$ cat src/hw/rtl/ctc_greedy_decoder_macros.svh
// ----------------------------------------------------------------------------
// ctc greedy decoder assertion macros
// Concurrent assertion wrappers used by the decoder controller; they compile
// to nothing when ASSERT_OFF is set.
// ----------------------------------------------------------------------------
`ifndef CTC_GREEDY_DECODER_MACROS_SVH
`define CTC_GREEDY_DECODER_MACROS_SVH

`ifndef ASSERT_OFF
// clocked assertion, off while reset is held
`define CTC_ASSERT(label, clk, rst_n, prop) \
    label: assert property (@(posedge clk) disable iff (!rst_n) prop) \
        else $error("ctc greedy decoder assertion failed");
// clocked assertion, checked during reset too
`define CTC_ASSERT_ALWAYS(label, clk, prop) \
    label: assert property (@(posedge clk) prop) \
        else $error("ctc greedy decoder assertion failed");
`else
`define CTC_ASSERT(label, clk, rst_n, prop)
`define CTC_ASSERT_ALWAYS(label, clk, prop)
`endif

`endif

$ cat src/hw/rtl/ctc_pkg.sv
// ----------------------------------------------------------------------------
// ctc greedy decoder package
// Controller states, command and status bundles and fixed constants.
// ----------------------------------------------------------------------------
package ctc_pkg;

    // width and reset value of the char_count register
    localparam int CHARS_W = 13;
    localparam logic [CHARS_W-1:0] CHARS_RESET = 13'd37;

    // result kind codes
    localparam logic KIND_CHAR = 1'b0;
    localparam logic KIND_END  = 1'b1;

    // controller states
    typedef enum logic [2:0] {
        S_IDLE,
        S_ROW,
        S_CHAR,
        S_DSTART,
        S_DIV,
        S_END
    } t_state;

    // controller to datapath
    typedef struct packed {
        logic acc;        // input transfer this cycle
        logic row;        // row decision and running sum update
        logic load_char;  // load character result into output register
        logic div_start;  // start average division
        logic load_end;   // load sequence end result, clear sequence state
    } t_cmd;

    // datapath to controller
    typedef struct packed {
        logic emit_now;   // row winner is to be emitted
        logic end_seq;    // current row closes the sequence
        logic out_free;   // output register can take a result
        logic div_busy;   // divider running
    } t_status;

endpackage

$ cat src/hw/rtl/ctc_divider.sv
// ----------------------------------------------------------------------------
// ctc divider
// Restoring unsigned divider, one quotient bit per cycle.
// ----------------------------------------------------------------------------
module ctc_divider #(
    parameter int NUM_W = 26,
    parameter int DEN_W = 11
) (
    input  logic             i_clk,
    input  logic             i_rst_n,
    input  logic             i_start,
    input  logic [NUM_W-1:0] i_dividend,
    input  logic [DEN_W-1:0] i_divisor,
    output logic             o_busy,
    output logic [NUM_W-1:0] o_quotient
);

    localparam int CNT_W = $clog2(NUM_W + 1);

    logic             r_busy;
    logic [CNT_W-1:0] r_cnt;
    logic [NUM_W-1:0] r_quo;
    logic [DEN_W-1:0] r_rem;
    logic [DEN_W-1:0] r_den;

    logic [DEN_W:0]   w_shift;
    logic [DEN_W:0]   w_diff;
    logic             w_ge;

    // trial subtraction of one step
    always_comb begin
        w_shift = {r_rem, r_quo[NUM_W-1]};
        w_diff  = w_shift - {1'b0, r_den};
        w_ge    = (w_shift >= {1'b0, r_den});
    end

    // control
    always_ff @(posedge i_clk) begin
        if (!i_rst_n) begin
            r_busy <= 1'b0;
            r_cnt  <= '0;
        end else if (i_start) begin
            r_busy <= 1'b1;
            r_cnt  <= CNT_W'(NUM_W);
        end else if (r_busy) begin
            r_cnt <= r_cnt - 1'b1;
            if (r_cnt == CNT_W'(1)) begin
                r_busy <= 1'b0;
            end
        end
    end

    // quotient and remainder
    always_ff @(posedge i_clk) begin
        if (i_start) begin
            r_quo <= i_dividend;
            r_rem <= '0;
            r_den <= i_divisor;
        end else if (r_busy) begin
            r_quo <= {r_quo[NUM_W-2:0], w_ge};
            r_rem <= w_ge ? w_diff[DEN_W-1:0] : w_shift[DEN_W-1:0];
        end
    end

    assign o_busy     = r_busy;
    assign o_quotient = r_quo;

endmodule

$ cat src/hw/rtl/ctc_datapath.sv
// ----------------------------------------------------------------------------
// ctc datapath
// Running argmax, row decision, confidence sum, average and output register.
// ----------------------------------------------------------------------------
module ctc_datapath #(
    parameter int MAX_CLASSES = 4096,
    parameter int MAX_STEPS   = 1024,
    parameter int SCORE_WIDTH = 16,
    parameter int CLASS_W     = 12,
    parameter int CNT_W       = 11,
    parameter int SUM_W       = 26,
    parameter int IN_W        = 16,
    parameter int OUT_W       = 40
) (
    input  logic                           i_clk,
    input  logic                           i_rst_n,
    input  ctc_pkg::t_cmd                  i_cmd,
    output ctc_pkg::t_status               o_status,
    // input payload
    input  logic [IN_W-1:0]                i_s_axis_tdata,
    input  logic                           i_s_axis_tlast,
    input  logic                           i_s_axis_tuser,
    // configuration
    input  logic                           i_cfg_valid,
    input  logic [ctc_pkg::CHARS_W-1:0]    i_cfg_data,
    // result side
    output logic                           o_m_axis_tvalid,
    input  logic                           i_m_axis_tready,
    output logic [OUT_W-1:0]               o_m_axis_tdata,
    output logic                           o_m_axis_tlast,
    output logic                           o_m_axis_tuser
);

    localparam int POS_W = $clog2(MAX_CLASSES + 1);
    localparam int CMP_W = (CLASS_W > ctc_pkg::CHARS_W) ? CLASS_W : ctc_pkg::CHARS_W;
    localparam int PAD_W = OUT_W - CLASS_W - SCORE_WIDTH - CNT_W;

    logic [ctc_pkg::CHARS_W-1:0]  r_char_count;
    logic [POS_W-1:0]             r_pos;
    logic signed [SCORE_WIDTH-1:0] r_best_score;
    logic [CLASS_W-1:0]           r_best_class;
    logic [CLASS_W-1:0]           r_prev_class;
    logic                         r_prev_valid;
    logic signed [SUM_W-1:0]      r_sum;
    logic [CNT_W-1:0]             r_count;
    logic                         r_end_seq;
    logic                         r_neg;
    logic                         r_zero;

    logic                         r_out_valid;
    logic                         r_out_kind;
    logic [CLASS_W-1:0]           r_out_class;
    logic [SCORE_WIDTH-1:0]       r_out_conf;
    logic [CNT_W-1:0]             r_out_total;
    logic                         r_out_last;

    logic signed [SCORE_WIDTH-1:0] w_score;
    logic                         w_in_range;
    logic                         w_repeat;
    logic                         w_emit;
    logic                         w_out_free;
    logic [SUM_W-1:0]             w_mag;
    logic                         w_div_busy;
    logic [SUM_W-1:0]             w_quo;
    logic [SCORE_WIDTH-1:0]       w_avg;

    assign w_score    = i_s_axis_tdata[SCORE_WIDTH-1:0];
    assign w_in_range = (r_pos < POS_W'(MAX_CLASSES));

    // configuration register
    always_ff @(posedge i_clk) begin
        if (!i_rst_n) begin
            r_char_count <= ctc_pkg::CHARS_RESET;
        end else if (i_cfg_valid) begin
            r_char_count <= i_cfg_data;
        end
    end

    // row decision on the finished maximum
    always_comb begin
        w_repeat = r_prev_valid && (r_best_class == r_prev_class);
        w_emit   = (r_best_class != '0) && !w_repeat
                   && (CMP_W'(r_best_class) < CMP_W'(r_char_count));
    end

    // running argmax and row position
    always_ff @(posedge i_clk) begin
        if (!i_rst_n) begin
            r_pos        <= '0;
            r_best_score <= '0;
            r_best_class <= '0;
            r_end_seq    <= 1'b0;
        end else if (i_cmd.acc) begin
            if (r_pos == '0) begin
                r_best_score <= w_score;
                r_best_class <= '0;
            end else if (w_in_range && (w_score > r_best_score)) begin
                r_best_score <= w_score;
                r_best_class <= r_pos[CLASS_W-1:0];
            end
            if (w_in_range) begin
                r_pos <= r_pos + 1'b1;
            end
            if (i_s_axis_tlast) begin
                r_end_seq <= i_s_axis_tuser;
            end
        end else if (i_cmd.row) begin
            r_pos <= '0;
        end
    end

    // previous winner, confidence sum and count
    always_ff @(posedge i_clk) begin
        if (!i_rst_n) begin
            r_prev_class <= '0;
            r_prev_valid <= 1'b0;
            r_sum        <= '0;
            r_count      <= '0;
        end else if (i_cmd.row) begin
            r_prev_class <= r_best_class;
            r_prev_valid <= 1'b1;
            if (w_emit && (r_count < CNT_W'(MAX_STEPS))) begin
                r_sum   <= r_sum + SUM_W'(r_best_score);
                r_count <= r_count + 1'b1;
            end
        end else if (i_cmd.load_end) begin
            r_prev_class <= '0;
            r_prev_valid <= 1'b0;
            r_sum        <= '0;
            r_count      <= '0;
        end
    end

    // average: magnitude division, sign applied afterwards
    assign w_mag = r_sum[SUM_W-1] ? SUM_W'(-r_sum) : SUM_W'(r_sum);

    always_ff @(posedge i_clk) begin
        if (i_cmd.div_start) begin
            r_neg  <= r_sum[SUM_W-1];
            r_zero <= (r_count == '0);
        end
    end

    ctc_divider #(
        .NUM_W (SUM_W),
        .DEN_W (CNT_W)
    ) u_div (
        .i_clk      (i_clk),
        .i_rst_n    (i_rst_n),
        .i_start    (i_cmd.div_start),
        .i_dividend (w_mag),
        .i_divisor  (r_count),
        .o_busy     (w_div_busy),
        .o_quotient (w_quo)
    );

    always_comb begin
        if (r_zero) begin
            w_avg = '0;
        end else if (r_neg) begin
            w_avg = -w_quo[SCORE_WIDTH-1:0];
        end else begin
            w_avg = w_quo[SCORE_WIDTH-1:0];
        end
    end

    // output register
    assign w_out_free = !r_out_valid || i_m_axis_tready;

    always_ff @(posedge i_clk) begin
        if (!i_rst_n) begin
            r_out_valid <= 1'b0;
        end else if (i_cmd.load_char || i_cmd.load_end) begin
            r_out_valid <= 1'b1;
        end else if (i_m_axis_tready) begin
            r_out_valid <= 1'b0;
        end
    end

    always_ff @(posedge i_clk) begin
        if (i_cmd.load_char) begin
            r_out_kind  <= ctc_pkg::KIND_CHAR;
            r_out_class <= r_best_class;
            r_out_conf  <= r_best_score;
            r_out_total <= '0;
            r_out_last  <= 1'b0;
        end else if (i_cmd.load_end) begin
            r_out_kind  <= ctc_pkg::KIND_END;
            r_out_class <= '0;
            r_out_conf  <= w_avg;
            r_out_total <= r_count;
            r_out_last  <= 1'b1;
        end
    end

    // status to controller
    always_comb begin
        o_status.emit_now = w_emit;
        o_status.end_seq  = r_end_seq;
        o_status.out_free = w_out_free;
        o_status.div_busy = w_div_busy;
    end

    assign o_m_axis_tvalid = r_out_valid;
    assign o_m_axis_tdata  = {{PAD_W{1'b0}}, r_out_total, r_out_conf, r_out_class};
    assign o_m_axis_tlast  = r_out_last;
    assign o_m_axis_tuser  = r_out_kind;

endmodule

$ cat src/hw/rtl/ctc_ctrl.sv
// ----------------------------------------------------------------------------
// ctc controller
// Sequences score intake, row decisions, division and result loads.
// ----------------------------------------------------------------------------
`include "ctc_greedy_decoder_macros.svh"

module ctc_ctrl (
    input  logic             i_clk,
    input  logic             i_rst_n,
    input  logic             i_s_axis_tvalid,
    input  logic             i_s_axis_tlast,
    output logic             o_s_axis_tready,
    input  ctc_pkg::t_status i_status,
    output ctc_pkg::t_cmd    o_cmd
);

    ctc_pkg::t_state r_state;
    ctc_pkg::t_state n_state;

    // state register
    always_ff @(posedge i_clk) begin
        if (!i_rst_n) begin
            r_state <= ctc_pkg::S_IDLE;
        end else begin
            r_state <= n_state;
        end
    end

    // next state and commands
    always_comb begin
        n_state         = r_state;
        o_cmd           = '0;
        o_s_axis_tready = 1'b0;
        unique case (r_state)
            ctc_pkg::S_IDLE: begin
                o_s_axis_tready = 1'b1;
                if (i_s_axis_tvalid) begin
                    o_cmd.acc = 1'b1;
                    if (i_s_axis_tlast) begin
                        n_state = ctc_pkg::S_ROW;
                    end
                end
            end
            ctc_pkg::S_ROW: begin
                o_cmd.row = 1'b1;
                if (i_status.emit_now) begin
                    n_state = ctc_pkg::S_CHAR;
                end else if (i_status.end_seq) begin
                    n_state = ctc_pkg::S_DSTART;
                end else begin
                    n_state = ctc_pkg::S_IDLE;
                end
            end
            ctc_pkg::S_CHAR: begin
                if (i_status.out_free) begin
                    o_cmd.load_char = 1'b1;
                    n_state = i_status.end_seq ? ctc_pkg::S_DSTART : ctc_pkg::S_IDLE;
                end
            end
            ctc_pkg::S_DSTART: begin
                o_cmd.div_start = 1'b1;
                n_state = ctc_pkg::S_DIV;
            end
            ctc_pkg::S_DIV: begin
                if (!i_status.div_busy) begin
                    n_state = ctc_pkg::S_END;
                end
            end
            ctc_pkg::S_END: begin
                if (i_status.out_free) begin
                    o_cmd.load_end = 1'b1;
                    n_state = ctc_pkg::S_IDLE;
                end
            end
            default: begin
                n_state = ctc_pkg::S_IDLE;
            end
        endcase
    end

    // checks
    `CTC_ASSERT(a_load_needs_room, i_clk, i_rst_n, (o_cmd.load_char || o_cmd.load_end) |-> i_status.out_free)
    `CTC_ASSERT(a_div_runs, i_clk, i_rst_n, o_cmd.div_start |=> i_status.div_busy)
    `CTC_ASSERT(a_end_after_div, i_clk, i_rst_n, (r_state == ctc_pkg::S_END) |-> !i_status.div_busy)
    `CTC_ASSERT(a_row_follows_last, i_clk, i_rst_n, (o_cmd.acc && i_s_axis_tlast) |=> o_cmd.row)

endmodule

$ cat src/hw/rtl/ctc_greedy_decoder.sv
// ----------------------------------------------------------------------------
// ctc greedy decoder
// Streaming CTC greedy decoder: per-row argmax, blank and repeat removal,
// character results and a per-sequence average confidence.
// ----------------------------------------------------------------------------
// Scores are taken one per cycle while the decoder is idle. A score that ends
// a row (tlast) is followed by the row decision, plus the load of a character
// result when one is emitted (delayed while the output register is still held
// by the sink). A row that also ends the sequence (tuser) runs the restoring
// divider for the average: a start state, SCORE_WIDTH + clog2(MAX_STEPS)
// division steps (26 at the defaults), a wait until the divider finishes, and
// the load of the result. Such a row holds off the next score until its end
// result is loaded, which waits while the sink holds the output register.
// Results sit in a single output register; new scores are taken while a
// result waits there. Scores at position MAX_CLASSES and beyond in a row do
// not take part in the maximum.
// ----------------------------------------------------------------------------
module ctc_greedy_decoder #(
    parameter int MAX_CLASSES = 4096,
    parameter int MAX_STEPS   = 1024,
    parameter int SCORE_WIDTH = 16,
    localparam int CLASS_W = $clog2(MAX_CLASSES),
    localparam int CNT_W   = $clog2(MAX_STEPS + 1),
    localparam int SUM_W   = SCORE_WIDTH + $clog2(MAX_STEPS),
    localparam int IN_W    = ((SCORE_WIDTH + 7) / 8) * 8,
    localparam int OUT_W   = ((CLASS_W + SCORE_WIDTH + CNT_W + 7) / 8) * 8
) (
    input  logic                        i_clk,
    input  logic                        i_rst_n,
    // score stream
    input  logic                        i_s_axis_tvalid,
    output logic                        o_s_axis_tready,
    input  logic [IN_W-1:0]             i_s_axis_tdata,   // score
    input  logic                        i_s_axis_tlast,   // last_class
    input  logic                        i_s_axis_tuser,   // last_step
    // result stream
    output logic                        o_m_axis_tvalid,
    input  logic                        i_m_axis_tready,
    output logic [OUT_W-1:0]            o_m_axis_tdata,   // class_index, confidence, char_total
    output logic                        o_m_axis_tlast,   // last
    output logic                        o_m_axis_tuser,   // kind
    // char_count register
    input  logic                        i_cfg_valid,
    output logic                        o_cfg_ready,
    input  logic [ctc_pkg::CHARS_W-1:0] i_cfg_data
);

    ctc_pkg::t_cmd    w_cmd;
    ctc_pkg::t_status w_status;

    assign o_cfg_ready = 1'b1;

    // control
    ctc_ctrl u_ctrl (
        .i_clk           (i_clk),
        .i_rst_n         (i_rst_n),
        .i_s_axis_tvalid (i_s_axis_tvalid),
        .i_s_axis_tlast  (i_s_axis_tlast),
        .o_s_axis_tready (o_s_axis_tready),
        .i_status        (w_status),
        .o_cmd           (w_cmd)
    );

    // datapath
    ctc_datapath #(
        .MAX_CLASSES (MAX_CLASSES),
        .MAX_STEPS   (MAX_STEPS),
        .SCORE_WIDTH (SCORE_WIDTH),
        .CLASS_W     (CLASS_W),
        .CNT_W       (CNT_W),
        .SUM_W       (SUM_W),
        .IN_W        (IN_W),
        .OUT_W       (OUT_W)
    ) u_dp (
        .i_clk           (i_clk),
        .i_rst_n         (i_rst_n),
        .i_cmd           (w_cmd),
        .o_status        (w_status),
        .i_s_axis_tdata  (i_s_axis_tdata),
        .i_s_axis_tlast  (i_s_axis_tlast),
        .i_s_axis_tuser  (i_s_axis_tuser),
        .i_cfg_valid     (i_cfg_valid),
        .i_cfg_data      (i_cfg_data),
        .o_m_axis_tvalid (o_m_axis_tvalid),
        .i_m_axis_tready (i_m_axis_tready),
        .o_m_axis_tdata  (o_m_axis_tdata),
        .o_m_axis_tlast  (o_m_axis_tlast),
        .o_m_axis_tuser  (o_m_axis_tuser)
    );

endmodule
$ cat config.mk
export PLATFORM = sky130hd
export DESIGN_NAME = ctc_greedy_decoder
export DESIGN_NICKNAME = d
export VERILOG_FILES = /design/src/hw/rtl/ctc_pkg.sv /design/src/hw/rtl/ctc_divider.sv /design/src/hw/rtl/ctc_datapath.sv /design/src/hw/rtl/ctc_ctrl.sv /design/src/hw/rtl/ctc_greedy_decoder.sv
export VERILOG_INCLUDE_DIRS = /design/src /design/src/hw/rtl
export SDC_FILE = /design/constraint.sdc
export NUM_CORES = 1
export LEC_CHECK = 0
export ABC_AREA = 1
export BUFFER_PORTS_ARGS = -buffer_cell sky130_fd_sc_hd__buf_2
export CORE_MARGIN = 2
export CORE_UTILIZATION = 50
export CTS_CLUSTER_SIZE = 16
export DETAILED_ROUTE_END_ITERATION = 7
export PLACE_DENSITY = 0.71
export SKIP_CTS_REPAIR_TIMING = 1
export SLEW_MARGIN = 20
export SYNTH_ARGS = -nofsm -noshare
export SYNTH_HDL_FRONTEND = slang
export SYNTH_SLANG_ARGS = --single-unit
$ cat constraint.sdc
create_clock -name i_clk -period 3.1 [get_ports i_clk]
set_input_delay 0.465 -clock i_clk [delete_from_list [all_inputs] [get_ports i_clk]]
set_output_delay 0.465 -clock i_clk [all_outputs]
set_load 0.05 [all_outputs]
==> qor.yml <==
reg2reg_depth: 12
syn2layout_area_growth_pct: 12.4
layout_commonest_cell: "nand2_1"
cts_root_buf: "clkbuf_16"
die-height_um: 161
setup_viol: 0
grt_max_degree: 61
startpoint_type: "flop"
synth_area_um2: 12300
clockBufferDepth: 3
rows: 57
core_area_um2: 24200
crit_path_frequent_cell: "nand2_1"
crit_chain: "inv_1, ha_1, fa_1, o21ai_1, a21o_1, nand2_1, nand2_1, nand2_2, nand2_2, nand2_1, nand3_1, o21ai_1"
numCtsBuffers: 24
start_util_pct: 50.9
min_path_cells: 3
io_pins: 81
critPathMaxStageDelay_ns: 0.41
p_leak_nw: 6.17
layout_common_cells: "nand2_1 (353), nor2_1 (211), inv_1 (199)"
clock_sinks: 205
place_hpwl_mm: 25.4
rr_endpoint: "u_dp.u_div.r_rem[3]"
worstPathRequired_ns: 3.49
place.port_buffers: 78
wl_met1_mm: 15.7
gp_congestion: 0.956
tightest_slew_ns: 0.985
slew_violations: 0
maxCapViolCount: 0
grt_pass1_vias: 10854
wl_met3_mm: 2.06
ir_worst_vdd_mv: 0.442
slew-limit-headroom_pct: 34.1
total_power_mw: 8.44
rsz0062_at_grt: "false"
yosysUniqueCellTypes: 51
h-tree-depth: 1
die_w_um: 161
cts_tree: "yes"
track_usage_pct: 26.1
timing.rr.start: "u_dp.u_div.o_quotient[25]"
hold_violations: 0
wirelength_mm: 34.2
fin_crit_sh_pct: 77.8
drt_pass1_iterations: 5
critPathMaxFanout: 12
power.density_nw_per_um2: 609
critical_path_class: "flop to flop"
setup-tns-final_ns: 0
routedWlPerCell_um: 16.1
ant_nets: 0
ys_ff_latch: 205
critPathTopFamily: "simple AND/OR/NAND/NOR gates"
die_area_um2: 25900
dr_wl_met2_mm: 15.2
r2r_setup_slack_ns: 0.69
final_nets: 1892
ys_seq_area_share_pct: 38.7
synth_warnings: 0
drt_iter0_markers: 919
hold_class: "input pin to flop"
synthCells: 1716
endpoint_kind: "flop"
slowest_stage: "fa_1"
dr_total_vias: 11521
highest_layer: "met4"
grt-ovfl-total: 0
antenna_found_initial: 1
grt_pass1_wl_mm: 55.2
drt-vias-per-instance: 5.42
path_clk_slew_ns: 0.06
synth_nets: 1825
max_freq_ghz: 0.414
syn_area_per_cell_um2: 7.19
worstSkewPairLatency_ns: 0.52
fin_skew_ns: 0.00961
worst-path-buf-inv: 1
arrival_ns: 2.80
status: "finished, final reports clean"
period_needed_ns: 2.41
hold_path.startpoint: "i_cfg_data[0]"
whs_ns: 0.169
whs_endpoint: "u_dp.r_char_count[0]"
final_layout_size_suffix_gt1_share_pct: 9.72
drc_errors: 0
==> worst reg2reg max path, cell delays in order (launching register included) <==
cell,delay (ns)
edfxtp_1,0.32
inv_1,0.05
ha_1,0.22
fa_1,0.41
o21ai_1,0.27
a21o_1,0.18
nand2_1,0.06
nand2_1,0.10
nand2_2,0.17
nand2_2,0.27
nand2_1,0.08
nand3_1,0.08
o21ai_1,0.07
==> per-layer routing <==
metal  global-route usage [%]  vias to the layer above
li1                         -                     5822
met1                     36.6                     5246
met2                     41.5                      375
met3                     3.31                       78
met4                     9.74                        0
met5                        0                        -
==> power by group <==
group          leakage (nW)  switching [mW]  internal (mW)
registers              1.73           0.222           2.99
clock network         0.423            1.16           1.89
logic                  4.02            1.47          0.715
total                  6.17            2.84           5.60
==> worst max-delay path by stage <==
stage	from	to	slack [ns]	cells after the start
after global routing	u_dp.u_div.o_quotient[25]	u_dp.u_div.r_rem[9]	0.48	12
after CTS	u_dp.u_div.o_quotient[25]	u_dp.u_div.r_rem[3]	0.70	12
after floorplan	u_dp.o_m_axis_tvalid	u_dp.o_m_axis_tvalid	0.76	8
after detailed placement	u_dp.u_div.o_quotient[25]	u_dp.u_div.r_rem[3]	0.71	12
after global placement	i_s_axis_tdata[15]	u_dp.r_best_class[11]	0.76	16
final	u_dp.u_div.o_quotient[25]	u_dp.u_div.r_rem[3]	0.69	12
==> through the flow <==
stage | setup WS (ns) | cells | area [um2] | utilization, %
after floorplan | 0.757 | 1716 | 12300 | -
after detailed placement | 0.710 | 2081 | 13000 | 53.6
after global placement | 0.759 | 2081 | 13000 | 53.6
after CTS | 0.705 | 2125 | 13900 | 57.2
final | 0.687 | 2126 | 13900 | 57.2
after global routing | 0.480 | 2126 | 13900 | 57.2
==> cells in the mapped netlist (all sizes together) <==
cell | count | share of area [%]
conb | 2 | 0.061
a41oi | 2 | 0.14
o211ai | 1 | 0.061
a21oi | 172 | 7.0
and2b | 1 | 0.061
nor2 | 220 | 7.1
o21bai | 7 | 0.43
xor2 | 26 | 1.8
nor3b | 3 | 0.18
ha | 71 | 7.2
or2 | 7 | 0.35
buf | 31 | 1.6
o31ai | 1 | 0.061
edfxtp | 67 | 16
nor3 | 28 | 1.2
dfxtp | 138 | 22
o21a | 4 | 0.24
a21boi | 1 | 0.061
a22o | 1 | 0.071
nand3b | 10 | 0.61
inv | 209 | 6.4
clkinv | 2 | 0.061
a211oi | 2 | 0.12
a21o | 3 | 0.18
a22oi | 1 | 0.061
nor4 | 7 | 0.35
o21ai | 128 | 5.2
a311oi | 1 | 0.071
o22ai | 11 | 0.56
a31oi | 5 | 0.25
fa | 2 | 0.32
xnor2 | 16 | 1.1
nand4 | 21 | 1.1
a221oi | 1 | 0.071
and2 | 1 | 0.051
and3 | 1 | 0.051
nand2 | 362 | 11
clkbuf | 26 | 0.79
nand3 | 124 | 5.0
==> cell families (layout without fill, tap and decap cells) <==
kind of cell    after synthesis  after routing  share of synthesized area, %
compound gates              341            341                          14.6
xor+xnor                     42             42                          2.98
fa+ha+maj                    73             73                          7.53
buf+inv                     268            353                          8.83
flops                       205            205                          38.7
other cells                   2              3                        0.0609
simple gates                785            785                          27.3
==> sequential cells by signal (all words and copies together), names as in the netlist <==
name	cells
u_dp.u_div.o_quotient	26
u_dp.r_char_count	13
u_dp.r_best_score	16
u_dp.o_m_axis_tvalid	1
u_dp.u_div.r_cnt	5
u_dp.r_sum	26
u_dp.u_div.r_rem	11
u_dp.r_end_seq	1
u_ctrl.r_state	3
u_dp.r_neg	1
u_dp.r_out_conf	16
u_dp.o_m_axis_tuser	1
u_dp.r_best_class	12
u_dp.u_div.r_den	11
u_dp.r_pos	13
u_dp.r_count	11
u_dp.r_prev_valid	1
u_dp.r_out_total	11
u_dp.u_div.o_busy	1
u_dp.r_prev_class	12
u_dp.r_out_class	12
u_dp.r_zero	1
==> layout make-up <==
cell class	instances	area, um2
Multi-Input combinational cell	1243	6470
Timing Repair Buffer	98	553
Clock inverter	6	86.3
Tap cell	324	405
Fill cell	2335	10400
Inverter	211	792
Sequential cell	205	4770
Clock buffer	38	777
Antenna cell	1	2.50
(Power assumes the default switching activity.)
